File: config.mk
export PLATFORM = sky130hd
export DESIGN_NAME = nearest_neighbor_downscaler_core
export DESIGN_NICKNAME = d
export VERILOG_FILES = /design/src/sv/nnd_pkg.sv /design/src/sv/nearest_neighbor_downscaler_core.sv
export SDC_FILE = /design/constraint.sdc
export NUM_CORES = 1
export LEC_CHECK = 0
export BUFFER_PORTS_ARGS = -buffer_cell sky130_fd_sc_hd__buf_2
export CAP_MARGIN = 20
export CELL_PAD_IN_SITES_DETAIL_PLACEMENT = 0
export CELL_PAD_IN_SITES_GLOBAL_PLACEMENT = 1
export CORE_UTILIZATION = 50
export DETAILED_ROUTE_END_ITERATION = 10
export PLACE_DENSITY = 0.92
export RECOVER_POWER = 50
export REMOVE_ABC_BUFFERS = 1
export SETUP_SLACK_MARGIN = 0.05
export SYNTH_ARGS = -nofsm -noshare
export SYNTH_HDL_FRONTEND = slang
export SYNTH_SLANG_ARGS = --single-unit
File: constraint.sdc
create_clock -name clk_i -period 7.9 [get_ports clk_i]
set_clock_uncertainty 0.15 [all_clocks]
set_input_delay 1.58 -clock clk_i [delete_from_list [all_inputs] [get_ports clk_i]]
set_output_delay 1.58 -clock clk_i [all_outputs]
set_load 0.01 [all_outputs]
File: src/sv/nnd_pkg.sv
package nnd_pkg;

  // Fraction bits of the DIM_BITS.16 step ratios and accumulators
  localparam int unsigned FRAC_BITS = 16;

  // Configuration register indexes
  localparam int unsigned CFG_ADDR_W = 3;
  localparam logic [CFG_ADDR_W-1:0] CFG_SRC_WIDTH  = 3'd0;
  localparam logic [CFG_ADDR_W-1:0] CFG_SRC_HEIGHT = 3'd1;
  localparam logic [CFG_ADDR_W-1:0] CFG_DST_WIDTH  = 3'd2;
  localparam logic [CFG_ADDR_W-1:0] CFG_DST_HEIGHT = 3'd3;
  localparam logic [CFG_ADDR_W-1:0] CFG_GRAY_MODE  = 3'd4;

  localparam int unsigned PIX_W = 16;

  typedef enum logic [3:0] {
    ST_IDLE = 4'b0001,
    ST_DIVX = 4'b0010,
    ST_DIVY = 4'b0100,
    ST_PIX  = 4'b1000
  } state_e;

  // Widen or pass the source pixel to RGB565, then swap its bytes
  function automatic logic [PIX_W-1:0] out_pixel(input logic [PIX_W-1:0] p,
                                                 input logic gray);
    logic [PIX_W-1:0] c;
    begin
      if (gray) begin
        c = {p[7:3], p[7:2], p[7:3]};
      end else begin
        c = p;
      end
      out_pixel = {c[7:0], c[15:8]};
    end
  endfunction

endpackage

File: src/sv/nearest_neighbor_downscaler_core.sv
// Nearest-neighbor downscaler for a raster pixel stream (RGB565 or 8-bit gray
// in the low byte of s_axis_tdata). A pixel flagged on s_axis_tuser starts a
// frame: the DIM_BITS.16 ratios (src << 16) / dst + 1 are then computed for
// both axes on one shared radix-2 divider, one quotient bit per cycle, so
// the next pixel waits until both divisions are done and that pixel has been
// stepped. Every other pixel is taken whenever the output register is free.
// Pixels before the first frame start are dropped. Results are RGB565 with the
// bytes swapped; tlast marks the end of a destination row and tuser the end
// of the destination frame. Destination sizes above the source are clamped,
// a size of zero counts as one. Configuration is written while the stream is
// idle; new ratios take effect at the next frame start.
module nearest_neighbor_downscaler_core #(
  parameter int unsigned DIM_BITS = 12
) (
  input  logic                            clk_i,
  input  logic                            rst_ni,
  // configuration
  input  logic                            cfg_we_i,
  input  logic [nnd_pkg::CFG_ADDR_W-1:0]  cfg_addr_i,
  input  logic [DIM_BITS-1:0]             cfg_wdata_i,
  // source pixels
  input  logic                            s_axis_tvalid,
  output logic                            s_axis_tready,
  input  logic [15:0]                     s_axis_tdata,   // [15:0] pixel_value
  input  logic                            s_axis_tuser,   // [0] frame_start
  // destination pixels
  output logic                            m_axis_tvalid,
  input  logic                            m_axis_tready,
  output logic [15:0]                     m_axis_tdata,   // [15:0] pixel_out
  output logic                            m_axis_tlast,   // row_end
  output logic                            m_axis_tuser    // [0] frame_end
);

  localparam int unsigned FB    = nnd_pkg::FRAC_BITS;
  localparam int unsigned ACC_W = DIM_BITS + FB;
  localparam int unsigned CNT_W = $clog2(ACC_W);
  localparam logic [CNT_W-1:0] CNT_LAST = CNT_W'(ACC_W - 1);

  // configuration registers
  logic [DIM_BITS-1:0] src_w_q, src_h_q, dst_w_q, dst_h_q;
  logic                gray_q;

  // scaling state
  logic [DIM_BITS-1:0] src_col_q, src_col_d, src_row_q, src_row_d;
  logic [DIM_BITS-1:0] dst_col_q, dst_col_d, dst_row_q, dst_row_d;
  logic [ACC_W-1:0]    x_acc_q, x_acc_d, y_acc_q, y_acc_d;
  logic [ACC_W-1:0]    x_step_q, x_step_d, y_step_q, y_step_d;

  nnd_pkg::state_e     state_q, state_d;
  logic [15:0]         pix_q, pix_d;

  // shared divider
  logic [ACC_W-1:0]    div_n_q, div_n_d;
  logic [DIM_BITS-1:0] div_d_q, div_d_d;
  logic [DIM_BITS-1:0] rem_q, rem_d;
  logic [CNT_W-1:0]    cnt_q, cnt_d;
  logic [DIM_BITS:0]   trial, trial_sub;
  logic                trial_ge;
  logic [ACC_W-1:0]    quot, step_val;

  // output register
  logic                out_vld_q, out_vld_d;
  logic [15:0]         out_pix_q, out_pix_d;
  logic                out_re_q, out_re_d, out_fe_q, out_fe_d;

  // effective sizes
  logic [DIM_BITS-1:0] sw, sh, dw_raw, dh_raw, dw, dh;
  logic                out_free, accept, do_step;
  logic [15:0]         pix_sel;
  logic                row_hit, col_hit, row_end;

  assign sw     = (src_w_q == '0) ? DIM_BITS'(1) : src_w_q;
  assign sh     = (src_h_q == '0) ? DIM_BITS'(1) : src_h_q;
  assign dw_raw = (dst_w_q == '0) ? DIM_BITS'(1) : dst_w_q;
  assign dh_raw = (dst_h_q == '0) ? DIM_BITS'(1) : dst_h_q;
  assign dw     = (dw_raw > sw) ? sw : dw_raw;
  assign dh     = (dh_raw > sh) ? sh : dh_raw;

  assign out_free      = !out_vld_q || m_axis_tready;
  assign s_axis_tready = (state_q == nnd_pkg::ST_IDLE) && out_free;
  assign accept        = s_axis_tvalid && s_axis_tready;

  // one restoring divide step per cycle
  assign trial     = {rem_q, div_n_q[ACC_W-1]};
  assign trial_ge  = trial >= {1'b0, div_d_q};
  assign trial_sub = trial - {1'b0, div_d_q};
  assign quot      = {div_n_q[ACC_W-2:0], trial_ge};
  assign step_val  = quot + ACC_W'(1);

  assign pix_sel = (state_q == nnd_pkg::ST_PIX) ? pix_q : s_axis_tdata;
  assign do_step = (accept && !s_axis_tuser && (x_step_q != '0)) ||
                   ((state_q == nnd_pkg::ST_PIX) && out_free);

  assign row_hit = (dst_row_q < dh) && (src_row_q == y_acc_q[ACC_W-1:FB]);
  assign col_hit = row_hit && (dst_col_q < dw) && (src_col_q == x_acc_q[ACC_W-1:FB]);
  assign row_end = dst_col_q == (dw - DIM_BITS'(1));

  always_comb begin
    state_d   = state_q;
    pix_d     = pix_q;
    div_n_d   = div_n_q;
    div_d_d   = div_d_q;
    rem_d     = rem_q;
    cnt_d     = cnt_q;
    x_step_d  = x_step_q;
    y_step_d  = y_step_q;
    src_col_d = src_col_q;
    src_row_d = src_row_q;
    dst_col_d = dst_col_q;
    dst_row_d = dst_row_q;
    x_acc_d   = x_acc_q;
    y_acc_d   = y_acc_q;
    out_vld_d = out_vld_q && !m_axis_tready;
    out_pix_d = out_pix_q;
    out_re_d  = out_re_q;
    out_fe_d  = out_fe_q;

    case (state_q)
      nnd_pkg::ST_IDLE: begin
        if (accept && s_axis_tuser) begin
          // restart position, then work out the x ratio
          pix_d     = s_axis_tdata;
          src_col_d = '0;
          src_row_d = '0;
          dst_col_d = '0;
          dst_row_d = '0;
          x_acc_d   = '0;
          y_acc_d   = '0;
          div_n_d   = {sw, FB'(0)};
          div_d_d   = dw;
          rem_d     = '0;
          cnt_d     = '0;
          state_d   = nnd_pkg::ST_DIVX;
        end
      end
      nnd_pkg::ST_DIVX, nnd_pkg::ST_DIVY: begin
        div_n_d = quot;
        rem_d   = trial_ge ? trial_sub[DIM_BITS-1:0] : trial[DIM_BITS-1:0];
        cnt_d   = cnt_q + CNT_W'(1);
        if (cnt_q == CNT_LAST) begin
          cnt_d = '0;
          rem_d = '0;
          if (state_q == nnd_pkg::ST_DIVX) begin
            x_step_d = step_val;
            div_n_d  = {sh, FB'(0)};
            div_d_d  = dh;
            state_d  = nnd_pkg::ST_DIVY;
          end else begin
            y_step_d = step_val;
            state_d  = nnd_pkg::ST_PIX;
          end
        end
      end
      nnd_pkg::ST_PIX: begin
        if (out_free) begin
          state_d = nnd_pkg::ST_IDLE;
        end
      end
      default: begin
        state_d = nnd_pkg::ST_IDLE;
      end
    endcase

    if (do_step) begin
      if (col_hit) begin
        out_vld_d = 1'b1;
        out_pix_d = nnd_pkg::out_pixel(pix_sel, gray_q);
        out_re_d  = row_end;
        out_fe_d  = row_end && (dst_row_q == (dh - DIM_BITS'(1)));
        x_acc_d   = x_acc_q + x_step_q;
        dst_col_d = dst_col_q + DIM_BITS'(1);
      end
      if (({1'b0, src_col_q} + (DIM_BITS+1)'(1)) >= {1'b0, sw}) begin
        src_col_d = '0;
        x_acc_d   = '0;
        dst_col_d = '0;
        if (row_hit) begin
          y_acc_d   = y_acc_q + y_step_q;
          dst_row_d = dst_row_q + DIM_BITS'(1);
        end
        if (({1'b0, src_row_q} + (DIM_BITS+1)'(1)) >= {1'b0, sh}) begin
          src_row_d = '0;
          y_acc_d   = '0;
          dst_row_d = '0;
        end else begin
          src_row_d = src_row_q + DIM_BITS'(1);
        end
      end else begin
        src_col_d = src_col_q + DIM_BITS'(1);
      end
    end
  end

  always_ff @(posedge clk_i or negedge rst_ni) begin
    if (!rst_ni) begin
      src_w_q   <= DIM_BITS'(320);
      src_h_q   <= DIM_BITS'(240);
      dst_w_q   <= DIM_BITS'(100);
      dst_h_q   <= DIM_BITS'(75);
      gray_q    <= 1'b0;
      state_q   <= nnd_pkg::ST_IDLE;
      cnt_q     <= '0;
      x_step_q  <= '0;
      y_step_q  <= '0;
      src_col_q <= '0;
      src_row_q <= '0;
      dst_col_q <= '0;
      dst_row_q <= '0;
      x_acc_q   <= '0;
      y_acc_q   <= '0;
      out_vld_q <= 1'b0;
    end else begin
      if (cfg_we_i) begin
        case (cfg_addr_i)
          nnd_pkg::CFG_SRC_WIDTH:  src_w_q <= cfg_wdata_i;
          nnd_pkg::CFG_SRC_HEIGHT: src_h_q <= cfg_wdata_i;
          nnd_pkg::CFG_DST_WIDTH:  dst_w_q <= cfg_wdata_i;
          nnd_pkg::CFG_DST_HEIGHT: dst_h_q <= cfg_wdata_i;
          nnd_pkg::CFG_GRAY_MODE:  gray_q  <= cfg_wdata_i[0];
          default: ;
        endcase
      end
      state_q   <= state_d;
      cnt_q     <= cnt_d;
      x_step_q  <= x_step_d;
      y_step_q  <= y_step_d;
      src_col_q <= src_col_d;
      src_row_q <= src_row_d;
      dst_col_q <= dst_col_d;
      dst_row_q <= dst_row_d;
      x_acc_q   <= x_acc_d;
      y_acc_q   <= y_acc_d;
      out_vld_q <= out_vld_d;
    end
  end

  always_ff @(posedge clk_i) begin
    pix_q     <= pix_d;
    div_n_q   <= div_n_d;
    div_d_q   <= div_d_d;
    rem_q     <= rem_d;
    out_pix_q <= out_pix_d;
    out_re_q  <= out_re_d;
    out_fe_q  <= out_fe_d;
  end

  assign m_axis_tvalid = out_vld_q;
  assign m_axis_tdata  = out_pix_q;
  assign m_axis_tlast  = out_re_q;
  assign m_axis_tuser  = out_fe_q;

endmodule

==> Word level (Yosys, flattened, before mapping) <==
Cells that the tools add are included.
{ "op_classes": {"n_addsub": 13, "mux": 60, "reduce_logical": 39, "magnitude_cmp": 7, "n_bitwise": 1, "n_eq_ne": 17} }
{ "op_table": {"columns": ["op", "n"], "rows": [
  ["2-to-1 mux 28 bit", 14],
  ["2-to-1 mux 12 bit", 31],
  ["adder 28 bit", 2],
  ["case mux 28 bit (2 select lines)", 1],
  ["adder 12 x 1 -> 12 bit, second input constant", 4],
  ["equality test 12 bit", 4],
  ["zero test 12 bit", 4],
  ["case mux 12 bit (2 select lines)", 2],
  [">= comparator 13 x 12 -> 1 bit", 3],
  ["2-to-1 mux 16 bit", 2],
  ["adder 28 x 1 -> 28 bit, second input constant", 1],
  ["nonzero test 28 bit", 1],
  ["adder 12 x 1 -> 13 bit, second input constant", 2],
  ["> comparator 12 bit", 2],
  ["less-than comparator 12 bit", 2],
  ["subtractor 12 x 1 -> 12 bit, second input constant", 2],
  ["AND reduction 2 bit", 9],
  ["2-to-1 mux 4 bit", 4],
  ["case mux 4 bit (3 select lines)", 1],
  ["subtractor 12 bit", 1],
  ["logical AND 1 bit", 11],
  ["2-to-1 mux 5 bit", 2],
  ["case mux 5 bit (2 select lines)", 1],
  ["AND reduction 3 bit", 3],
  ["other kinds (19)", 28]
]} }
{ "word_totals": {"out_inout_bits": 20, "wordCells": 160, "ff_bits": 305} }

==> Longest topological paths before layout <==
Gate-level depths: netlist of run 1.
{ "depth": {"depth_word": 11, "depth_mapped": 28, "depth_no_buf": 22} }

==> Least setup slack after synthesis of run 1 <==
No wires, ideal clock.
{ "synth_timing": {"path_type": "register to register", "start": "register dst_h_q[5]", "end": "register out_pix_q[0] (netlist: m_axis_tdata[0]), enable pin", "setup_ps": 393, "setup_slack_ps": 1967, "path_stages_with_launch": 24, "required_time_ps": 7357, "path_buffers": 4, "arrival_ps": 5390, "cell_sequence": "dfrtp_1 -> or4_1 -> nand4bb_1 -> nor2_1 -> nor2_1 -> ha_1 -> nor2b_1 -> o211ai_1 -> a21o_1 -> a21oi_2 -> buf_4 -> buf_2 -> mux2i_1 -> ha_1 -> nor2b_1 -> o21a_1 -> o21ai_0 -> a21oi_1 -> o21ai_0 -> nand4_1 -> or2_2 -> clkbuf_1 -> clkbuf_1 -> nor2_1"} }
{ "synth_between": {"elab_chain_len": 9} }
{ "synth_lines": {"columns": ["element", "line", "text"], "rows": [
  ["start: declaration", "nearest_neighbor_downscaler_core.sv:40", "logic [DIM_BITS-1:0] src_w_q, src_h_q, dst_w_q, dst_h_q;"],
  ["start signal: assignment", "nearest_neighbor_downscaler_core.sv:218", "nnd_pkg::CFG_DST_HEIGHT: dst_h_q <= cfg_wdata_i;"],
  ["zero test 12 bit", "nearest_neighbor_downscaler_core.sv:75", "assign dh_raw = (dst_h_q == '0) ? DIM_BITS'(1) : dst_h_q;"],
  ["2-to-1 mux 12 bit *", "nearest_neighbor_downscaler_core.sv:75", null],
  ["> comparator 12 bit", "nearest_neighbor_downscaler_core.sv:77", "assign dh = (dh_raw > sh) ? sh : dh_raw;"],
  ["2-to-1 mux 12 bit *", "nearest_neighbor_downscaler_core.sv:77", null],
  ["less-than comparator 12 bit *", "nearest_neighbor_downscaler_core.sv:94", "assign row_hit = (dst_row_q < dh) && (src_row_q == y_acc_q[ACC_W-1:FB]);"],
  ["logical AND 1 bit *", "nearest_neighbor_downscaler_core.sv:94", null],
  ["logical AND 1 bit * (2 in series)", "nearest_neighbor_downscaler_core.sv:95", "assign col_hit = row_hit && (dst_col_q < dw) && (src_col_q == x_acc_q[ACC_W-1:FB]);"],
  ["AND reduction 2 bit (no line) *", null, null],
  ["end signal: assignment", "nearest_neighbor_downscaler_core.sv:242", "out_pix_q <= out_pix_d;"],
  ["end: declaration", "nearest_neighbor_downscaler_core.sv:63", "logic [15:0] out_pix_q, out_pix_d;"]
]} }
Every way passes the cells marked *; elsewhere a longest branch is shown, timed or not.
A chain may end at the register's enable or synchronous reset.

==> Final worst setup path of run 1 <==
{ "layout_timing": {"start": "register dst_h_q[5]", "end": "register dst_row_q[11]"} }
{ "layout_between": {"elab_chain_len": 10} }
{ "layout_lines": {"columns": ["element", "line", "text"], "rows": [
  ["zero test 12 bit", "nearest_neighbor_downscaler_core.sv:75", null],
  ["2-to-1 mux 12 bit *", "nearest_neighbor_downscaler_core.sv:75", null],
  ["> comparator 12 bit", "nearest_neighbor_downscaler_core.sv:77", null],
  ["2-to-1 mux 12 bit *", "nearest_neighbor_downscaler_core.sv:77", null],
  ["less-than comparator 12 bit *", "nearest_neighbor_downscaler_core.sv:94", null],
  ["logical AND 1 bit *", "nearest_neighbor_downscaler_core.sv:94", null],
  ["2-to-1 mux 12 bit *", "nearest_neighbor_downscaler_core.sv:177", "if (row_hit) begin"],
  ["2-to-1 mux 12 bit *", "nearest_neighbor_downscaler_core.sv:181", "if (({1'b0, src_row_q} + (DIM_BITS+1)'(1)) >= {1'b0, sh}) begin"],
  ["2-to-1 mux 12 bit *", "nearest_neighbor_downscaler_core.sv:173", "if (({1'b0, src_col_q} + (DIM_BITS+1)'(1)) >= {1'b0, sw}) begin"],
  ["2-to-1 mux 12 bit *", "nearest_neighbor_downscaler_core.sv:164", "if (do_step) begin"],
  ["via dst_row_d[11]", "nearest_neighbor_downscaler_core.sv:45", "logic [DIM_BITS-1:0] dst_col_q, dst_col_d, dst_row_q, dst_row_d;"],
  ["end signal: assignment", "nearest_neighbor_downscaler_core.sv:230", "dst_row_q <= dst_row_d;"],
  ["end: declaration", "nearest_neighbor_downscaler_core.sv:45", null]
]} }
The timed path passes the listed nets; every way through them passes the cells marked *.

==> results.py, run 1 <==
metrics = {
    "yosys": {
        "synth_xor_area_frac": 0.0687,
        "synthSimpleGateAreaFrac": 0.159,
        "synth.largest_area_cell": "dfrtp_1",
        "async_reset_ff_frac": 0.718,
        "synth_top_family_by_area": "compound AO/OA/AOI/OAI gates",
        "synth.avg_cell_area_sq_um": 9.58,
        "synth_fa_ha_area_frac": 0.0964,
        "syn_inst": 2042,
        "ys_types": 82,
        "ys_top_cells_by_count": "nand2_1 (229), dfrtp_1 (205), o21ai_0 (167), ha_1 (146), a21oi_1 (121)",
        "ys_ff_latch": 305,
        "synth.most_common_cell": "nand2_1",
        "synth-edff-count": 86,
        "synth_top_flop_cell": "dfrtp_1",
        "synth.cell_area_sq_mm": 0.0196,
        "yosysWarningCount": 0,
        "synth.area.top_cells": "dfrtp_1 (26%), edfxtp_1 (13%), ha_1 (9.3%)",
        "netlist.area_leader.share": 0.262,
        "synth_compound_area_frac": 0.167,
        "synth_mux_area_frac": 0.0616,
        "synth-seq-area-share": 0.413,
    },
    "outcome": {
        "status": "finished with violations",
        "violations": "capacitance limit, slew limit",
    },
    "layout": {
        "nets": 2251,
        "utilization": 0.554,
        "multi_input_area_sq_mm": 0.0108,
        "drive_gt1_frac": 0.0913,
        "register_area_sq_mm": 0.00808,
        "area_growth_pct": 9.35,
        "fill_cells": 3398,
        "fin_area_sq_mm": 0.0214,
        "layoutNonFillerInstCount": 2611,
        "diodes": 0,
    },
    "timing": {
        "rsz0062_at_grt": "no",
        "worst_slew_pin_slew_ps": 4560,
        "fmax_mhz": 156,
        "final.period_utilization": 0.813,
        "period_minus_slack_ps": 6420,
        "finalHoldViolCount": 0,
        "finalSetupTns_ps": 0,
        "setup_slack_ps": 1480,
        "hold_ws_ps": 336,
        "relSlewSlack": -2.04,
        "drv_slew": 148,
        "setup_violations": 0,
    },
    "worst_setup_path": {
        "worst_setup_path_start_kind": "flop",
        "end_kind": "flop",
        "reg2reg_slack_ps": 1480,
        "cp_max_fo": 15,
        "cp.arrival_ps": 6670,
        "crit_type": "flop to flop",
        "critPathRequiredTime_ps": 8140,
    },
    "grt": {
        "antenna_found_initial": 0,
        "grt_pass1_wl_mm": 82.4,
        "grt-ovfl-total": 0,
        "grt_pass1_vias": 15104,
        "grt.total_usage": 0.265,
        "grt_max_degree": 83,
    },
    "die": {
        "start_util": 0.506,
        "die_h_microns": 200,
        "num_rows": 72,
        "dieArea_sq_mm": 0.0399,
        "io_pins": 57,
        "die_x_microns": 200,
        "core_sq_mm": 0.0386,
    },
    "power_and_ir_drop": {
        "power_mw": 4.63,
        "p_leak_nw": 9.58,
        "power_per_cell_area_mw_per_mm2": 216,
        "peakVddDrop_mv": 0.184,
    },
    "placed_design": {
        "dp_hpwl_mm": 38.2,
        "place_inst": 2544,
        "place_area_sq_mm": 0.0203,
        "io_buffers": 56,
        "dp_slack_ps": 1540,
        "gp_congestion": 0.914,
    },
    "worst_hold_path": {
        "hold_class": "flop to flop",
    },
    "detailed_routing": {
        "drt_iter0_drc": 1098,
        "drt-total-wl_mm": 51.5,
        "vias": 15840,
        "drc_errors": 0,
        "first_pass_iters": 6,
        "ant_nets": 0,
        "wire_per_inst_microns": 19.7,
        "vias_per_cell": 6.07,
    },
    "cts": {
        "cts-htree-levels": 2,
        "clk_path_buf_depth": 3,
        "clockRootBuffer": "clkbuf_16",
        "cts_resized": 0,
        "post_cts_buffers": 0,
        "clk_latency_ps": 550,
        "clock_sinks": 305,
        "postCtsHoldBufs": 0,
        "cts.clk_slew.worst_paths_ps": 60,
        "tritoncts": "yes",
        "cts_made_buffers": 36,
    },
    "job": {
        "cap_violations": 2,
    },
}
[sequential cells by signal, summed over array words and instances, names as in the netlist, 16 cells and up]
name,cells
div_n_q,28
x_acc_q,28
x_step_q,28
y_acc_q,28
y_step_q,28
m_axis_tdata,16
pix_q,16
[logic make-up (layout without fill, tap and decap cells)]
logic type / count (synthesis) / after routing
fa+ha+maj: 149 / 149
flops: 305 / 305
buf+inv: 169 / 220
mux: 110 / 110
compound gates: 517 / 517
simple gates: 640 / 640
xor+xnor: 152 / 152
[layer usage]
metal,track usage,vias up,part of all wire
li1,-,7485,-
met1,0.364,7711,0.45
met2,0.418,528,0.46
met3,0.0380,116,0.056
met4,0.111,0,0.037
met5,0,-,0
[worst paths after layout]
kind,depth (start not counted),end,startpoint
setup / recovery,23,dst_row_q[11],dst_h_q[5]
hold / removal,1,cnt_q[4],cnt_q[4]
setup reg to reg,23,dst_row_q[11],dst_h_q[5]
hold reg to reg,1,cnt_q[4],cnt_q[4]
max in group asynchronous,2,dst_w_q[1],rst_ni
min in group asynchronous,1,y_acc_q[6],rst_ni
[critical path, cell delays in order, from the launching register on]
cell and delay, ps:
dfrtp_1 420, or4_1 590, nand4bb_1 270, nor2_1 130, nor2_1 70, ha_1 180
nor2b_1 110, o211ai_1 90, a21o_1 170, a21oi_2 790, buf_4 310, mux2_2 370
inv_1 60, ha_1 130, nor2b_1 40, o21a_1 170, o21ai_0 150, a21oi_1 110
o21a_1 230, nor4_4 750, nand2_1 310, nor4_1 440, xnor2_1 160, nor2_1 60
[cells in the final DEF (no fill, tap or decap), types with 73 or more instances in the layout]
| cell type | n |
|---|---|
| a21oi_1 | 121 |
| dfrtp_1 | 205 |
| edfxtp_1 | 86 |
| ha_1 | 146 |
| inv_1 | 76 |
| nand2_1 | 229 |
| nor2_1 | 117 |
| o21ai_0 | 167 |
| xnor2_1 | 78 |
| xor2_1 | 73 |
[final cells by class]
cell class,instances,area share
inverter,76,0.0133
clock buffer,51,0.0472
clock inverter,15,0.00632
timing repair buffer,78,0.0188
sequential,305,0.378
tap,518,0.0303
multi-input combinational,1568,0.506
[where the power goes]
group / leakage (nW) / internal (mW) / switching, mW / total [mW]
sequential: 3.75 / 1.74 / 0.129 / 1.87
combinational: 5.27 / 0.445 / 0.668 / 1.11
clock: 0.558 / 0.962 / 0.681 / 1.64
Power figures use the tool's default switching activity.
==> inputs of run 2 (changes only) <==
clock period = 6 ns   (was 7.9 ns; I/O delays follow)
==> results.py, run 2 (synthesis gave the netlist of run 1 again) <==
metrics = {
    "detailed_routing": {
        "vias_per_cell": 5.98,
        "drt-total-wl_mm": 51.2,
        "wire_per_inst_microns": 19.5,
        "vias": 15669,
        "drc_errors": 0,
        "drt_iter0_drc": 1257,
        "first_pass_iters": 6,
        "ant_nets": 0,
    },
    "worst_setup_path": {
        "end_kind": "flop",
        "worst_setup_path_start_kind": "flop",
        "cp.arrival_ps": 5700,
        "rr_endpoint": "m_axis_tdata[10]",
        "reg2reg_slack_ps": 360,
        "timing.rr.start": "src_w_q[3]",
        "cp_max_fo": 18,
        "crit_type": "flop to flop",
        "critPathRequiredTime_ps": 6060,
        "ff2ff_path_depth": 18,
    },
    "timing": {
        "finalSetupTns_ps": 0,
        "worst_slew_pin_slew_ps": 2440,
        "finalHoldViolCount": 0,
        "setup_violations": 0,
        "drv_slew": 222,
        "relSlewSlack": -0.624,
        "fmax_mhz": 177,
        "final.period_utilization": 0.940,
        "period_minus_slack_ps": 5640,
        "rsz0062_at_grt": "no",
    },
    "grt": {
        "antenna_found_initial": 0,
        "grt-ovfl-total": 0,
        "grt_max_degree": 127,
        "grt_pass1_vias": 15180,
        "grt_pass1_wl_mm": 82.1,
        "grt.total_usage": 0.265,
    },
    "power_and_ir_drop": {
        "pwr-share-seq": 0.396,
        "power_frac_comb": 0.242,
        "swShare": 0.314,
        "p_leak_nw": 9.68,
        "p_int_mw": 4.26,
        "p_switching_mw": 1.95,
        "power_mw": 6.22,
        "power_per_cell_area_mw_per_mm2": 288,
        "peakVddDrop_mv": 0.255,
        "clkPwrFrac": 0.362,
    },
    "die": {
        "start_util": 0.506,
        "num_rows": 72,
        "dieArea_sq_mm": 0.0399,
        "die_x_microns": 200,
        "core_sq_mm": 0.0386,
        "io_pins": 57,
        "die_h_microns": 200,
    },
    "layout": {
        "area_growth_pct": 10.4,
        "layoutNonFillerInstCount": 2619,
        "nets": 2261,
        "multi_input_area_sq_mm": 0.0109,
        "layout_common_cells": "nand2_1 (229), dfrtp_1 (204), o21ai_0 (167)",
        "utilization": 0.559,
        "mostFrequentLayoutCell": "nand2_1",
        "register_area_sq_mm": 0.00808,
        "drive_gt1_frac": 0.108,
        "fill_cells": 3390,
        "diodes": 0,
    },
    "worst_hold_path": {
        "hp-start": "cnt_q[4]",
        "hold_class": "flop to flop",
        "min_to": "cnt_q[4]",
        "hold_path_depth": 1,
    },
    "cts": {
        "tritoncts": "yes",
        "clk_path_buf_depth": 3,
        "cts_made_buffers": 36,
        "post_cts_buffers": 0,
        "cts-htree-levels": 2,
        "cts.clk_slew.worst_paths_ps": 60,
        "postCtsHoldBufs": 0,
        "clk_latency_ps": 550,
        "clock_sinks": 305,
        "clockRootBuffer": "clkbuf_16",
    },
    "placed_design": {
        "io_buffers": 56,
        "place_inst": 2553,
        "dp_hpwl_mm": 38.0,
        "gp_congestion": 0.928,
    },
    "outcome": {
        "violations": "capacitance limit, slew limit",
        "status": "finished with violations",
    },
    "job": {
        "cap_violations": 2,
    },
}
[run 2: cell count changes in the layout (fill, tap and decap cells not counted), moves of 4 or more]
cell      change
clkbuf_1     -15
buf_4        +11
and2_0        -7
and2_1        +7
buf_2         +4
clkbuf_8      +4
[run 2: stage by stage]
stage	cell area (sq um)	setup WS [ps]	hold slack, ps
finish	21600	362	325
global route	21600	51.4	345
CTS	21600	239	324
detailed placement	20400	288	312
global placement	20400	311	306
floorplan	19200	18.7	287
[run 2: critical path: stages, from the launching register on]
cell	delay, ps
dfrtp_1	430
or4_1	540
nor2_1	160
a21oi_2	90
inv_1	190
ha_1	270
nand4_1	80
o31a_1	210
o21a_1	230
buf_4	260
mux2i_2	440
ha_1	360
nand3_1	130
nand3_1	80
nor3_1	410
nand4_1	310
or2_2	490
nor2_1	140
buf_4	320
[run 2: how the worst max path moves through the flow]
| stage | start | end | slack [ps] | cells past startpoint |
|---|---|---|---|---|
| after CTS | src_w_q[7] | dst_col_q[11] | 240 | 20 |
| final | src_w_q[3] | m_axis_tdata[10] | 360 | 18 |
| after floorplan | dst_h_q[5] | m_axis_tdata[0] | 20 | 18 |
| after global routing | src_w_q[6] | m_axis_tuser | 50 | 22 |
| after detailed placement | src_w_q[7] | dst_col_q[7] | 290 | 20 |
| after global placement | src_w_q[7] | dst_col_q[5] | 310 | 20 |
[run 2: what timing repair did]
action / 4_1_cts / 5_1_grt
gates resized for setup: 0 / 8
setup endpoints to repair: 0 / 54
hold endpoints to repair: 0 / 0
[run 2: final cells by class]
class	count	area share
timing repair buffer	88	0.0227
clock buffer	46	0.0477
inverter	76	0.0132
sequential	305	0.374
tap	518	0.0300
clock inverter	18	0.00869
multi-input combinational	1568	0.504
[run 2: power by group through the flow]
stage                     combinational, mW  clock, mW  sequential, mW
final                                  1.50       2.25            2.46
after global routing                   1.65       2.37            2.47
after CTS                              1.48       2.29            2.45
after detailed placement               1.47          0            2.49
after global placement                 1.44          0            2.48
after floorplan                        1.04          0            2.42
[run 2: per-layer routing]
layer | part of all wire | up-vias | GRT usage
met5 | 0 | - | 0
met4 | 0.037 | 0 | 0.104
met3 | 0.054 | 97 | 0.0393
met2 | 0.46 | 442 | 0.422
met1 | 0.45 | 7622 | 0.363
li1 | - | 7508 | -
==> inputs of run 3 (changes only) <==
PLACE_DENSITY = 0.8   (was 0.92)
==> results.py, run 3 (synthesis gave the netlist of run 1 again) <==
metrics = {
    "detailed_routing": {
        "drt_iter0_drc": 892,
        "vias_per_cell": 5.89,
        "vias": 15488,
        "first_pass_iters": 7,
        "ant_nets": 0,
        "drt-total-wl_mm": 52.8,
        "drc_errors": 0,
        "wire_per_inst_microns": 20.1,
    },
    "grt": {
        "grt_max_degree": 141,
        "grt-ovfl-total": 0,
        "grt.total_usage": 0.271,
        "grt_pass1_vias": 15223,
        "grt_pass1_wl_mm": 83.8,
        "antenna_found_initial": 0,
    },
    "cts": {
        "tritoncts": "yes",
        "cts_made_buffers": 37,
        "cts-htree-levels": 2,
        "clk_path_buf_depth": 3,
        "post_cts_buffers": 0,
        "postCtsHoldBufs": 0,
        "clockRootBuffer": "clkbuf_16",
        "clock_sinks": 305,
        "cts.clk_slew.worst_paths_ps": 60,
        "cts_resized": 0,
        "clk_latency_ps": 560,
    },
    "die": {
        "core_sq_mm": 0.0386,
        "die_h_microns": 200,
        "start_util": 0.506,
        "io_pins": 57,
        "dieArea_sq_mm": 0.0399,
        "die_x_microns": 200,
        "num_rows": 72,
    },
    "timing": {
        "finalSetupTns_ps": 0,
        "rsz0062_at_grt": "yes",
        "hold_ws_ps": 330,
        "drv_slew": 104,
        "final.period_utilization": 0.924,
        "relSlewSlack": -2.00,
        "period_minus_slack_ps": 5550,
        "setup_violations": 0,
        "fmax_mhz": 180,
        "worst_slew_pin_slew_ps": 4500,
        "finalHoldViolCount": 0,
    },
    "worst_setup_path": {
        "timing.rr.start": "dst_h_q[5]",
        "max_stage_delay_ps": 580,
        "cp.arrival_ps": 5830,
        "cp-endpoint": "x_acc_q[27]",
        "ff2ff_path_depth": 24,
        "cpMostUsedCell": "buf_4",
        "worst_setup_path_start_kind": "flop",
        "cp_max_fo": 23,
        "critPathRequiredTime_ps": 6290,
        "cp_slowest_cell": "or4_1",
        "reg2reg_slack_ps": 450,
        "rr_endpoint": "x_acc_q[27]",
        "crit_start": "dst_h_q[5]",
        "crit_type": "flop to flop",
        "end_kind": "flop",
        "cp_cell_sequence": "or4_1 -> nand4bb_1 -> nor2_1 -> nor2_1 -> ha_1 -> nor2b_1 -> o211ai_1 -> a21o_1 -> a21oi_2 -> buf_12 -> mux2i_2 -> ha_1 -> a21o_1 -> a211oi_1 -> nand2b_1 -> o21ai_0 -> buf_4 -> nand4_1 -> o21ai_1 -> buf_4 -> o22ai_2 -> buf_4 -> a21oi_1 -> o22ai_1",
    },
    "layout": {
        "register_area_sq_mm": 0.00808,
        "fill_cells": 3420,
        "utilization": 0.564,
        "layout_common_cells": "nand2_1 (229), dfrtp_1 (205), o21ai_0 (167)",
        "mostFrequentLayoutCell": "nand2_1",
        "area_growth_pct": 11.4,
        "drive_gt1_frac": 0.107,
        "diodes": 0,
        "nets": 2270,
        "multi_input_area_sq_mm": 0.0108,
    },
    "job": {
        "cap_violations": 2,
    },
    "placed_design": {
        "gp_congestion": 0.908,
        "dp_hpwl_mm": 39.3,
        "io_buffers": 56,
    },
    "power_and_ir_drop": {
        "power_per_cell_area_mw_per_mm2": 300,
        "p_leak_nw": 9.79,
        "peakVddDrop_mv": 0.267,
    },
    "worst_hold_path": {
        "hold_class": "flop to flop",
    },
    "outcome": {
        "status": "finished with violations",
        "violations": "capacitance limit, slew limit",
    },
}
run 3: changes by cell type in the layout (fill, tap and decap cells not counted), moves of 2 or more:
cell       delta
buf_4        +10
buf_6         -2
inv_6         +2
clkbuf_16     +3
mux2_2        -3
mux2_1        +3
buf_2         -5
clkbuf_1      +4
nor4_2        -2
nor4_1        +2
bufinv_16     +4
clkbuf_8      -4
buf_12        +2
run 3: through the flow:
| step | total power, mW | cells | cell area (sq um) | worst slack, ps |
|---|---|---|---|---|
| after floorplan | 3.47 | 1949 | 19200 | 18.7 |
| after global placement | 4.00 | 2563 | 20500 | 494 |
| after detailed placement | 4.02 | 2563 | 20500 | 363 |
| after CTS | 6.56 | 2630 | 21900 | 367 |
| after global routing | 6.82 | 2630 | 21800 | 24.3 |
| final | 6.54 | 2630 | 21800 | 454 |
run 3: where the power goes:
part           switching, mW  internal [mW]  total [mW]
Sequential             0.155           2.29        2.45
Clock                  0.964           1.56        2.53
Combinational          0.913          0.649        1.56
Total                   2.03           4.50        6.54
run 3: how the worst min path moves through the flow:
stage	start	slack (ps)	end	cells after the start
detailed placement	cnt_q[4]	310	cnt_q[4]	1
CTS	cnt_q[4]	330	cnt_q[4]	1
global placement	cnt_q[4]	310	cnt_q[4]	1
finish	cnt_q[4]	330	cnt_q[4]	1
global route	cnt_q[4]	340	cnt_q[4]	1
floorplan	cnt_q[4]	290	cnt_q[4]	1
run 3: cell type report:
| class | instances | share of cell area |
|---|---|---|
| Clock buffer | 44 | 0.0480 |
| Clock inverter | 23 | 0.0153 |
| Tap cell | 518 | 0.0297 |
| Inverter | 76 | 0.0131 |
| Timing Repair Buffer | 96 | 0.0258 |
| Sequential cell | 305 | 0.371 |
| Multi-Input combinational cell | 1568 | 0.498 |
run 3: critical path, delay by kind of cell (launching register included):
kind	cells	cell delay [ps]
AND/OR/NAND/NOR	7	1370
multiplexers	1	340
buffers and inverters	4	880
AO/OA/AOI/OAI	10	1770
flip-flops	1	420
adder cells (fa/ha/maj)	2	490
run 3: per-layer routing:
metal  up-vias  wire length [microns]  GRT usage
li1       7554                      -          -
met1      7485                  23800      0.363
met2       349                  24700      0.444
met3       100                   2310     0.0306
met4         0                   1970      0.116
met5         -                      0          0
